==> src/rtl/cbts_pkg.sv <==
`timescale 1ns / 1ps

package cbts_pkg;

    localparam int SPEED_W      = 10;
    localparam int CLK_W        = 16;
    localparam int FIELD_W      = 4;
    localparam int ERR_W        = 10;
    localparam int MIN_QUANTA   = 4;
    localparam int PROP_SHIFT   = 3;
    localparam int SEG_CAP      = 16;

    localparam logic [CLK_W-1:0] BASE_CLOCK_RESET = 16'd8000;

    // controller -> datapath
    typedef struct packed {
        logic load;         // capture rate, prescaler back to one
        logic div_start;
        logic div_sel_clk;  // divide by prescaler alone, not prescaler * rate
        logic step;         // next prescaler
        logic take_q;
        logic finish;       // work out segments and error
        logic fail;
        logic out_load;
    } cbts_cmd_t;

    // datapath -> controller
    typedef struct packed {
        logic speed_zero;
        logic div_done;
        logic q_fits;
        logic q_small;
        logic p_last;
    } cbts_sts_t;

endpackage

==> src/rtl/cbts_div.sv <==
`timescale 1ns / 1ps

module cbts_div
    import cbts_pkg::*;
#(
    parameter int N_W = 16,
    parameter int D_W = 14
)
(
    input  logic           clk,
    input  logic           rst_n,
    input  logic           start,
    input  logic [N_W-1:0] dividend,
    input  logic [D_W-1:0] divisor,
    output logic           done,
    output logic [N_W-1:0] quotient
);

    localparam int CNT_W = (N_W > 1) ? $clog2(N_W) : 1;

    logic             busy_reg, busy_next;
    logic             done_reg, done_next;
    logic [CNT_W-1:0] cnt_reg, cnt_next;
    logic [N_W-1:0]   quo_reg, quo_next;
    logic [D_W-1:0]   rem_reg, rem_next;
    logic [D_W-1:0]   dsr_reg, dsr_next;

    logic [D_W:0]     rem_shift;
    logic [D_W:0]     diff;

    // restoring division, one quotient bit per cycle
    always_comb
    begin
        rem_shift = {rem_reg, quo_reg[N_W-1]};
        diff      = rem_shift - {1'b0, dsr_reg};
        busy_next = busy_reg;
        done_next = 1'b0;
        cnt_next  = cnt_reg;
        quo_next  = quo_reg;
        rem_next  = rem_reg;
        dsr_next  = dsr_reg;
        if (start)
        begin
            busy_next = 1'b1;
            cnt_next  = CNT_W'(N_W - 1);
            quo_next  = dividend;
            rem_next  = '0;
            dsr_next  = divisor;
        end
        else if (busy_reg)
        begin
            if (!diff[D_W])
            begin
                rem_next = diff[D_W-1:0];
                quo_next = {quo_reg[N_W-2:0], 1'b1};
            end
            else
            begin
                rem_next = rem_shift[D_W-1:0];
                quo_next = {quo_reg[N_W-2:0], 1'b0};
            end
            if (cnt_reg == '0)
            begin
                busy_next = 1'b0;
                done_next = 1'b1;
            end
            else
            begin
                cnt_next = cnt_reg - 1'b1;
            end
        end
    end

    always_ff @(posedge clk or negedge rst_n)
    begin
        if (!rst_n)
        begin
            busy_reg <= 1'b0;
            done_reg <= 1'b0;
            cnt_reg  <= '0;
        end
        else
        begin
            busy_reg <= busy_next;
            done_reg <= done_next;
            cnt_reg  <= cnt_next;
        end
    end

    always_ff @(posedge clk)
    begin
        quo_reg <= quo_next;
        rem_reg <= rem_next;
        dsr_reg <= dsr_next;
    end

    assign done     = done_reg;
    assign quotient = quo_reg;

    a_start_idle: assert property (@(posedge clk) disable iff (!rst_n)
        start |-> !busy_reg)
        else $error("divider restarted while busy");

    a_done_latency: assert property (@(posedge clk) disable iff (!rst_n)
        start && !busy_reg |-> ##(N_W + 1) done_reg)
        else $error("divider done not on time");

endmodule

==> src/rtl/cbts_dp.sv <==
`timescale 1ns / 1ps

module cbts_dp
    import cbts_pkg::*;
#(
    parameter int MAX_QUANTA_PER_BIT = 25,
    parameter int MAX_PRESCALER      = 8
)
(
    input  logic               clk,
    input  logic               rst_n,
    input  logic               cfg_we,
    input  logic [CLK_W-1:0]   cfg_data,
    input  logic [SPEED_W-1:0] speed_kbps,
    input  cbts_cmd_t          cmd,
    output cbts_sts_t          sts,
    output logic               ok,
    output logic [FIELD_W-1:0] prescaler,
    output logic [FIELD_W-1:0] prop_quanta,
    output logic [FIELD_W-1:0] phase1_quanta,
    output logic [FIELD_W-1:0] phase2_quanta,
    output logic [ERR_W-1:0]   rate_error
);

    localparam int P_W   = $clog2(MAX_PRESCALER + 1);
    localparam int D_W   = SPEED_W + P_W;
    localparam int Q_W   = $clog2(MAX_QUANTA_PER_BIT + 1);
    localparam int SEG_W = (Q_W > 5) ? Q_W : 5;
    localparam int PX_W  = (P_W > FIELD_W) ? P_W : FIELD_W;

    logic [CLK_W-1:0]   base_reg;
    logic [SPEED_W-1:0] speed_reg;
    logic [P_W-1:0]     p_reg;
    logic [D_W-1:0]     prod_reg;
    logic [Q_W-1:0]     q_reg;

    logic               res_ok_reg;
    logic [FIELD_W-1:0] res_presc_reg;
    logic [FIELD_W-1:0] res_prop_reg;
    logic [FIELD_W-1:0] res_ps_reg;
    logic [ERR_W-1:0]   res_err_reg;

    logic               ok_reg;
    logic [FIELD_W-1:0] presc_reg;
    logic [FIELD_W-1:0] prop_reg;
    logic [FIELD_W-1:0] ps1_reg;
    logic [FIELD_W-1:0] ps2_reg;
    logic [ERR_W-1:0]   err_reg;

    logic [D_W-1:0]     divisor;
    logic               div_done;
    logic [CLK_W-1:0]   div_quotient;
    logic [PX_W-1:0]    p_ext;
    logic [SEG_W-1:0]   seg_r;
    logic [SEG_W-1:0]   seg_prop;
    logic [SEG_W-1:0]   seg_ps;
    logic [CLK_W-1:0]   q_times_s;
    logic [CLK_W-1:0]   err_full;

    // q = floor(floor(base / p) / s) = floor(base / (p * s)); the product is
    // kept as a running sum of the rate
    assign divisor = cmd.div_sel_clk ? D_W'(p_reg) : prod_reg;

    cbts_div #(
        .N_W (CLK_W),
        .D_W (D_W)
    ) u_div (
        .clk      (clk),
        .rst_n    (rst_n),
        .start    (cmd.div_start),
        .dividend (base_reg),
        .divisor  (divisor),
        .done     (div_done),
        .quotient (div_quotient)
    );

    always_comb
    begin
        sts.speed_zero = (speed_kbps == '0);
        sts.div_done   = div_done;
        sts.q_fits     = (div_quotient <= CLK_W'(MAX_QUANTA_PER_BIT));
        sts.q_small    = (div_quotient < CLK_W'(MIN_QUANTA));
        sts.p_last     = (p_reg == P_W'(MAX_PRESCALER));
    end

    // segment split: sync quantum off, eighth to propagation (at least one),
    // excess over the cap and any odd quantum to propagation too
    always_comb
    begin
        seg_r    = SEG_W'(q_reg) - 1'b1;
        seg_prop = seg_r >> PROP_SHIFT;
        if (seg_prop == '0)
            seg_prop = SEG_W'(1);
        seg_r = seg_r - seg_prop;
        if (seg_r > SEG_W'(SEG_CAP))
        begin
            seg_prop = seg_prop + (seg_r - SEG_W'(SEG_CAP));
            seg_r    = SEG_W'(SEG_CAP);
        end
        if (seg_r[0])
        begin
            seg_prop = seg_prop + 1'b1;
            seg_r    = seg_r - 1'b1;
        end
        seg_ps = seg_r >> 1;
    end

    // quotient now holds floor(base / p); remainder by rate without a divide
    assign q_times_s = CLK_W'(q_reg) * CLK_W'(speed_reg);
    assign err_full  = div_quotient - q_times_s;
    assign p_ext     = PX_W'(p_reg);

    always_ff @(posedge clk or negedge rst_n)
    begin
        if (!rst_n)
            base_reg <= BASE_CLOCK_RESET;
        else if (cfg_we)
            base_reg <= cfg_data;
    end

    always_ff @(posedge clk)
    begin
        if (cmd.load)
        begin
            speed_reg <= speed_kbps;
            p_reg     <= P_W'(1);
            prod_reg  <= D_W'(speed_kbps);
        end
        else if (cmd.step)
        begin
            p_reg    <= p_reg + 1'b1;
            prod_reg <= prod_reg + D_W'(speed_reg);
        end

        if (cmd.take_q)
            q_reg <= div_quotient[Q_W-1:0];

        if (cmd.fail)
        begin
            res_ok_reg    <= 1'b0;
            res_presc_reg <= '0;
            res_prop_reg  <= '0;
            res_ps_reg    <= '0;
            res_err_reg   <= '0;
        end
        else if (cmd.finish)
        begin
            res_ok_reg    <= 1'b1;
            res_presc_reg <= p_ext[FIELD_W-1:0];
            res_prop_reg  <= seg_prop[FIELD_W-1:0];
            res_ps_reg    <= seg_ps[FIELD_W-1:0];
            res_err_reg   <= err_full[ERR_W-1:0];
        end

        if (cmd.out_load)
        begin
            ok_reg    <= res_ok_reg;
            presc_reg <= res_presc_reg;
            prop_reg  <= res_prop_reg;
            ps1_reg   <= res_ps_reg;
            ps2_reg   <= res_ps_reg;
            err_reg   <= res_err_reg;
        end
    end

    assign ok            = ok_reg;
    assign prescaler     = presc_reg;
    assign prop_quanta   = prop_reg;
    assign phase1_quanta = ps1_reg;
    assign phase2_quanta = ps2_reg;
    assign rate_error    = err_reg;

    a_step_in_range: assert property (@(posedge clk) disable iff (!rst_n)
        cmd.step |-> p_reg != P_W'(MAX_PRESCALER))
        else $error("prescaler stepped past its limit");

    a_err_bound: assert property (@(posedge clk) disable iff (!rst_n)
        cmd.finish |-> q_times_s <= div_quotient)
        else $error("quanta times rate exceeds scaled clock");

endmodule

==> src/rtl/cbts_ctrl.sv <==
`timescale 1ns / 1ps

module cbts_ctrl
    import cbts_pkg::*;
(
    input  logic      clk,
    input  logic      rst_n,
    input  logic      in_valid,
    output logic      in_stall,
    output logic      out_valid,
    input  logic      out_stall,
    input  cbts_sts_t sts,
    output cbts_cmd_t cmd
);

    typedef enum logic [2:0] {
        S_IDLE,
        S_START_Q,
        S_WAIT_Q,
        S_WAIT_C,
        S_RESULT
    } state_t;

    state_t state_reg, state_next;
    logic   out_valid_reg, out_valid_next;

    always_comb
    begin
        cmd            = '0;
        state_next     = state_reg;
        out_valid_next = out_valid_reg;
        if (out_valid_reg && !out_stall)
            out_valid_next = 1'b0;

        case (state_reg)
            S_IDLE:
            begin
                if (in_valid)
                begin
                    cmd.load = 1'b1;
                    if (sts.speed_zero)
                    begin
                        cmd.fail   = 1'b1;
                        state_next = S_RESULT;
                    end
                    else
                    begin
                        state_next = S_START_Q;
                    end
                end
            end
            S_START_Q:
            begin
                cmd.div_start = 1'b1;
                state_next    = S_WAIT_Q;
            end
            S_WAIT_Q:
            begin
                if (sts.div_done)
                begin
                    if (sts.q_fits)
                    begin
                        if (sts.q_small)
                        begin
                            cmd.fail   = 1'b1;
                            state_next = S_RESULT;
                        end
                        else
                        begin
                            cmd.take_q      = 1'b1;
                            cmd.div_start   = 1'b1;
                            cmd.div_sel_clk = 1'b1;
                            state_next      = S_WAIT_C;
                        end
                    end
                    else if (sts.p_last)
                    begin
                        cmd.fail   = 1'b1;
                        state_next = S_RESULT;
                    end
                    else
                    begin
                        cmd.step   = 1'b1;
                        state_next = S_START_Q;
                    end
                end
            end
            S_WAIT_C:
            begin
                if (sts.div_done)
                begin
                    cmd.finish = 1'b1;
                    state_next = S_RESULT;
                end
            end
            S_RESULT:
            begin
                // output register free or emptying this cycle
                if (!out_valid_reg || !out_stall)
                begin
                    cmd.out_load   = 1'b1;
                    out_valid_next = 1'b1;
                    state_next     = S_IDLE;
                end
            end
            default:
            begin
                state_next = S_IDLE;
            end
        endcase
    end

    always_ff @(posedge clk or negedge rst_n)
    begin
        if (!rst_n)
        begin
            state_reg     <= S_IDLE;
            out_valid_reg <= 1'b0;
        end
        else
        begin
            state_reg     <= state_next;
            out_valid_reg <= out_valid_next;
        end
    end

    assign in_stall  = (state_reg != S_IDLE);
    assign out_valid = out_valid_reg;

    a_accept_busy: assert property (@(posedge clk) disable iff (!rst_n)
        in_valid && !in_stall |=> state_reg != S_IDLE)
        else $error("transfer accepted but no work started");

    a_valid_source: assert property (@(posedge clk) disable iff (!rst_n)
        $rose(out_valid_reg) |-> $past(state_reg == S_RESULT))
        else $error("result raised outside result state");

endmodule

==> src/rtl/can_bit_timing_select_core.sv <==
`timescale 1ns / 1ps

// CAN bit timing selection. A transfer on the input channel carries a bit rate
// in kbit/s; one result transfer follows with the smallest prescaler (1 up to
// MAX_PRESCALER) giving at most MAX_QUANTA_PER_BIT quanta per bit, the
// propagation and phase segment lengths, and the scaled clock remainder as
// rate error. A zero rate, no fitting prescaler or fewer than four quanta
// give ok low and all other fields zero. base_clock_khz (reset 8000) is
// written over the configuration channel; the user must write it only while
// the block is idle, which the block does not enforce. One iterative divider,
// one quotient bit per cycle, sets the pace: each prescaler tried costs a
// division of the base clock by prescaler times rate, then a division by the
// prescaler alone gives the error. One item is worked on at a time; the next
// is taken while the previous result still waits in the output register.
module can_bit_timing_select_core
    import cbts_pkg::*;
#(
    parameter int MAX_QUANTA_PER_BIT = 25,
    parameter int MAX_PRESCALER      = 8
)
(
    input  logic               clk,
    input  logic               rst_n,
    input  logic               cfg_valid,
    output logic               cfg_ready,
    input  logic [CLK_W-1:0]   cfg_data,
    input  logic               in_valid,
    output logic               in_stall,
    input  logic [SPEED_W-1:0] speed_kbps,
    output logic               out_valid,
    input  logic               out_stall,
    output logic               ok,
    output logic [FIELD_W-1:0] prescaler,
    output logic [FIELD_W-1:0] prop_quanta,
    output logic [FIELD_W-1:0] phase1_quanta,
    output logic [FIELD_W-1:0] phase2_quanta,
    output logic [ERR_W-1:0]   rate_error
);

    cbts_cmd_t cmd;
    cbts_sts_t sts;

    assign cfg_ready = 1'b1;

    cbts_ctrl u_ctrl (
        .clk       (clk),
        .rst_n     (rst_n),
        .in_valid  (in_valid),
        .in_stall  (in_stall),
        .out_valid (out_valid),
        .out_stall (out_stall),
        .sts       (sts),
        .cmd       (cmd)
    );

    cbts_dp #(
        .MAX_QUANTA_PER_BIT (MAX_QUANTA_PER_BIT),
        .MAX_PRESCALER      (MAX_PRESCALER)
    ) u_dp (
        .clk           (clk),
        .rst_n         (rst_n),
        .cfg_we        (cfg_valid & cfg_ready),
        .cfg_data      (cfg_data),
        .speed_kbps    (speed_kbps),
        .cmd           (cmd),
        .sts           (sts),
        .ok            (ok),
        .prescaler     (prescaler),
        .prop_quanta   (prop_quanta),
        .phase1_quanta (phase1_quanta),
        .phase2_quanta (phase2_quanta),
        .rate_error    (rate_error)
    );

endmodule
==> config.mk <==
export PLATFORM = sky130hd
export DESIGN_NAME = can_bit_timing_select_core
export DESIGN_NICKNAME = d
export VERILOG_FILES = /design/src/rtl/cbts_pkg.sv /design/src/rtl/cbts_div.sv /design/src/rtl/cbts_dp.sv /design/src/rtl/cbts_ctrl.sv /design/src/rtl/can_bit_timing_select_core.sv
export SDC_FILE = /design/constraint.sdc
export NUM_CORES = 1
export LEC_CHECK = 0
export ABC_AREA = 1
export BUFFER_PORTS_ARGS = -buffer_cell sky130_fd_sc_hd__buf_4
export CAP_MARGIN = 20
export CELL_PAD_IN_SITES_DETAIL_PLACEMENT = 0
export CELL_PAD_IN_SITES_GLOBAL_PLACEMENT = 1
export CORE_UTILIZATION = 45
export CTS_CLUSTER_SIZE = 28
export DETAILED_ROUTE_END_ITERATION = 16
export PLACE_DENSITY_LB_ADDON = 0.1
export SLEW_MARGIN = 10
export SYNTH_ARGS = -nofsm -noshare
export SYNTH_HDL_FRONTEND = slang
export SYNTH_HIERARCHICAL = 1
export SYNTH_SLANG_ARGS = --single-unit
==> constraint.sdc <==
create_clock -name clk -period 7.1 [get_ports clk]
set_input_delay 0.355 -clock clk [delete_from_list [all_inputs] [get_ports clk]]
set_output_delay 0.355 -clock clk [all_outputs]
set_load 0.1 [all_outputs]
Yosys cells after proc, flatten, opt, wreduce, memory -nomap -nowiden
Cells that the tools add are included.

Add/subtract/negate cells: 11. $mul: 1. $lt $le $gt $ge: 3. Equality and inequality tests: 10. Mux-type cells: 55. Reductions and logical operators: 13.

Operators by type and width (number): $mux W16 (2); $mux W4 (7); $mux W3 (9); $mux W1 (26); $mux W10 (2); $le A16 B5 Y1 const B (1); $lt A16 B3 Y1 const B (1); $pmux W3 S5 (1); $sub A15 B14 Y15 (1); $add A14 B10 Y14 (1); $mux W14 (1); $logic_not A10 Y1 (1); $mul A5 B10 Y10 (1); $mux W5 (2); $sub A10 B10 Y10 (1); $sub A5 B1 Y5 const B (2); $add A4 B1 Y4 const B (2); $sub A4 B1 Y4 const B (2); $eq A3 B2 Y1 const B (2); $mux W2 (3); $ne A2 B1 Y1 const B (3); $gt A5 B5 Y1 const B (1); $logic_not A5 Y1 (1); $sub A5 B2 Y5 (1); other kinds (15) (19).

Register bits after elaboration: 149. Input bits: 31. Output and inout port bits: 30.

Longest topological paths before layout
Depth after elaboration: 9. Depth in mapped cells: 24.

Modules after synthesis
The synthesis kept the hierarchy.

Modules (own cells, without submodules): cbts_dp (instances 1, cells an instance 704, area each 5967.0 µm², sequential area each 2469.9 µm²); cbts_div (instances 1, cells an instance 399, area each 2996.6 µm², sequential area each 1331.3 µm²); cbts_ctrl (instances 1, cells an instance 56, area each 342.8 µm², sequential area each 100.1 µm²); can_bit_timing_select_core (instances 1, cells an instance 2, area each 11.3 µm², sequential area each 0.0 µm²).

Least setup slack after synthesis
OpenSTA, ideal clock, no wires.

Path type: reg2reg. Start: register u_dp.q_reg[2]. End: register u_dp.res_err_reg[5]. Arrival: 3226 ps. Data required time: 6984 ps. Slack: 3758 ps. Stages on the path, launching flop included: 17. Clock period less this slack: 3342 ps. Cell sequence: edfxtp_1 > buf_6 > nand2_1 > fa_1 > fa_1 > inv_1 > fa_1 > inv_1 > ha_1 > nand2_1 > inv_1 > nand3_1 > o21ai_2 > xor2_1 > nand2_1 > o211ai_1 > inv_1.

Longest elaborated chain between the ends: 2.

Ends and longest elaborated chain: start, declared (line cbts_dp.sv:35) `logic [Q_W-1:0] q_reg;`; start signal, assigned (line cbts_dp.sv:136) `q_reg <= div_quotient[Q_W-1:0];`; $mul A5 B10 Y10 (line cbts_dp.sv:109) `assign q_times_s = CLK_W'(q_reg) * CLK_W'(speed_reg);`; $sub A10 B10 Y10 (line cbts_dp.sv:110) `assign err_full = div_quotient - q_times_s;`; end signal, assigned (line cbts_dp.sv:152) `res_err_reg <= err_full[ERR_W-1:0];`; end, declared (line cbts_dp.sv:41) `logic [ERR_W-1:0] res_err_reg;`.

Every way passes these cells. A chain may end at the register's enable or synchronous reset.

==> flow_metrics.py <==
metrics = {
    "run_status": {
        "outcome": "completed",
    },
    "synthesis": {
        "synthFlopType": "edfxtp_1",
        "synth_edf_count": 78,
        "synth_nets": 1264,
        "postSynthCellCount": 1161,
        "synth.distinct_cells": 49,
        "synth_area_per_cell_um2": 8.03,
        "ys_warn_count": 6,
        "synth_area_mm2": 0.00932,
        "ys_seq_area_frac": 0.419,
        "synth-seq-cells": 149,
        "synthArstFlopShare": 0.174,
    },
    "die": {
        "io_pins": 61,
        "rows": 52,
        "core_mm2": 0.0202,
        "die_w_um": 146,
        "dieArea_mm2": 0.0213,
        "die_h_um": 146,
        "start_util": 0.460,
    },
    "cells_and_area": {
        "drive_gt1_frac": 0.144,
        "syn_to_final_growth_pct": 12.9,
        "nFillCells": 1956,
        "diodes": 0,
        "fin_nets": 1316,
    },
    "clocking": {
        "cts_tree": "yes",
        "numCtsBuffers": 17,
        "post_cts_buffers": 0,
        "clock_latency_ns": 0.43,
        "cts_root_buf": "clkbuf_16",
        "clk_pin_slew_worst_paths_ns": 0.07,
        "cts_max_level": 4,
        "cts_max_path_buffers": 2,
        "cts.sinks": 149,
    },
    "timing": {
        "tns_ns": 0,
        "clock_skew_ns": 0.00944,
        "period_needed_ns": 4.49,
        "max-slew-margin-rel": 0.309,
        "rsz0062_at_grt": "false",
        "worstMarginPinSlew_ns": 1.03,
        "setup_viol": 0,
        "fmax_ghz": 0.223,
        "maxSlewViolCount": 0,
        "hold_viol": 0,
        "finalCritPeriodShare": 0.632,
    },
    "power_and_ir_drop": {
        "leakagePower_uw": 0.00525,
        "finalPower_uw": 4910,
        "vdd_ir_drop_max_mv": 0.265,
        "power_density_mw_per_mm2": 467,
    },
    "global_route": {
        "grt_usage": 0.206,
        "grt_pass1_vias": 6709,
        "antenna_found_initial": 0,
        "grt_max_degree": 39,
        "grt_pass1_wl_mm": 34.2,
        "grt_overflow": 0,
    },
    "route": {
        "viasPerCell": 4.76,
        "post_drt_wl_per_cell_um": 13.8,
        "drtPass1Iterations": 4,
        "ant_nets": 0,
        "remaining_drc_errors": 0,
        "drt_iter0_drc": 414,
        "via_count": 7124,
        "wl_mm": 20.7,
    },
    "critical_path": {
        "crit_slowest_cell": "inv_1",
        "cp_max_fo": 38,
        "cp.arrival_ns": 4.79,
        "crit_path_end_kind": "flip-flop",
        "crit_type": "flip-flop to flip-flop",
        "cp-start-kind": "flip-flop",
        "crit_required_ns": 7.40,
        "slowest_delay_ns": 0.61,
        "crit_chain": "nor4_1 > nand2_1 > nor3_1 > nand2_1 > nor2_4 > inv_2 > nand2_2 > nor2_1 > inv_1 > o21ai_0 > inv_1 > nand4_1 > a21oi_1 > o21ai_0",
    },
    "placed_design": {
        "routabilityCongestion": 0.857,
        "dp_hpwl_mm": 16.1,
        "port_buffers": 59,
    },
    "flow_run": {
        "drv_cap": 0,
    },
    "hold_path": {
        "min_path_type": "primary input to flip-flop",
    },
}
[final cells by class]
type	count	area (um2)	share of cell area
Clock buffer	21	482	0.0458
Clock inverter	11	87.6	0.00833
Inverter	213	802	0.0762
Multi-Input combinational cell	766	4410	0.419
Sequential cell	149	3900	0.371
Tap cell	270	338	0.0321
Timing Repair Buffer	66	498	0.0473
[cell families (layout without fill, tap and decap cells)]
kind of cell / after synthesis / after routing / synth area share
xor gates and xnor gates: 20 / 20 / 0.0196
muxes: 16 / 16 / 0.0193
DFF: 149 / 149 / 0.419
other: 1 / 1 / 0.000402
adders and majority gates: 72 / 72 / 0.118
AOI/OAI and AO/OA: 101 / 101 / 0.0598
buffers and inverters: 246 / 311 / 0.109
and+or+nand+nor: 556 / 556 / 0.256
[cells in the mapped netlist, drive strengths merged, types with 11 or more instances]
| cell | instances | area share |
|---|---|---|
| a21oi | 46 | 0.026 |
| dfxtp | 45 | 0.097 |
| nand2 | 362 | 0.15 |
| xor2 | 11 | 0.010 |
| nand3 | 71 | 0.042 |
| clkbuf | 14 | 0.0056 |
| ha | 46 | 0.062 |
| mux2 | 16 | 0.019 |
| nand4 | 11 | 0.0074 |
| nor2 | 91 | 0.038 |
| fa | 26 | 0.056 |
| buf | 19 | 0.017 |
| o21ai | 38 | 0.021 |
| edfxtp | 78 | 0.25 |
| inv | 212 | 0.086 |
| dfrtp | 20 | 0.054 |
[critical path, delay by kind of cell (launching register included)]
family	cells	cell delay [ns]
compound gates	3	0.44
buf+inv	3	0.90
flops	1	0.40
simple gates	8	2.60
[cell usage in the layout (no fill, tap or decap), types with 4 or more instances in the layout]
master and n:
a31oi_1 4, o21ai_0 32, nor2_1 86, xor2_1 11
o21ai_1 4, nor2_2 4, nor3_1 8, clkinv_4 4
a21oi_1 43, inv_1 205, inv_2 6, dfxtp_1 45
xnor2_1 8, nand2_2 28, buf_4 65, fa_1 26
clkbuf_16 18, nand4_1 11, edfxtp_1 78, nor4_1 5
ha_1 46, nand3_2 8, dfstp_2 6, nand3_1 63
o211ai_1 4, inv_6 4, nand2_1 333, dfrtp_1 20
mux2_2 16
[worst paths after layout]
kind,cells past startpoint,from,slack [ns],to
max,14,u_dp/u_div/quotient[15],2.61,u_dp/u_div/cnt_reg[3]
min,1,speed_kbps[1],0.12,u_dp/speed_reg[1]
max reg2reg,14,u_dp/u_div/quotient[15],2.61,u_dp/u_div/cnt_reg[3]
min reg2reg,0,u_dp/res_presc_reg[2],0.43,u_dp/prescaler[2]
max in group asynchronous,2,rst_n,6.40,u_dp/base_reg[6]
min in group asynchronous,2,rst_n,0.39,u_dp/base_reg[7]
[report_power, final]
| part | switching (uW) | leakage [uW] | internal, uW |
|---|---|---|---|
| Clock | 376 | 0.000285 | 493 |
| Combinational | 1680 | 0.00355 | 927 |
| Sequential | 189 | 0.00141 | 1250 |
[per-stage QoR]
stage	util	cell area, um2	setup slack (ns)	hold slack (ns)	instances
global placement	0.491	9930	2.74	0.303	1462
finish	0.520	10500	2.61	0.124	1496
detailed placement	0.491	9930	2.59	0.302	1462
floorplan	-	9320	3.76	0.0594	1161
CTS	0.519	10500	2.60	0.105	1495
global route	0.520	10500	1.92	0.104	1496
[routing by layer]
layer | wire length [um] | GRT usage | vias up
li1 | - | - | 3759
met1 | 10400 | 0.286 | 3237
met2 | 9430 | 0.326 | 105
met3 | 534 | 0.0320 | 23
met4 | 354 | 0.0726 | 0
met5 | 0 | 0 | -
[timing repair]
item	in CTS	in global routing
endpoints found under the hold margin	20	0
gates resized for setup	0	0
hold buffers	1	0
No activity file was read; power rests on OpenSTA's default activity.
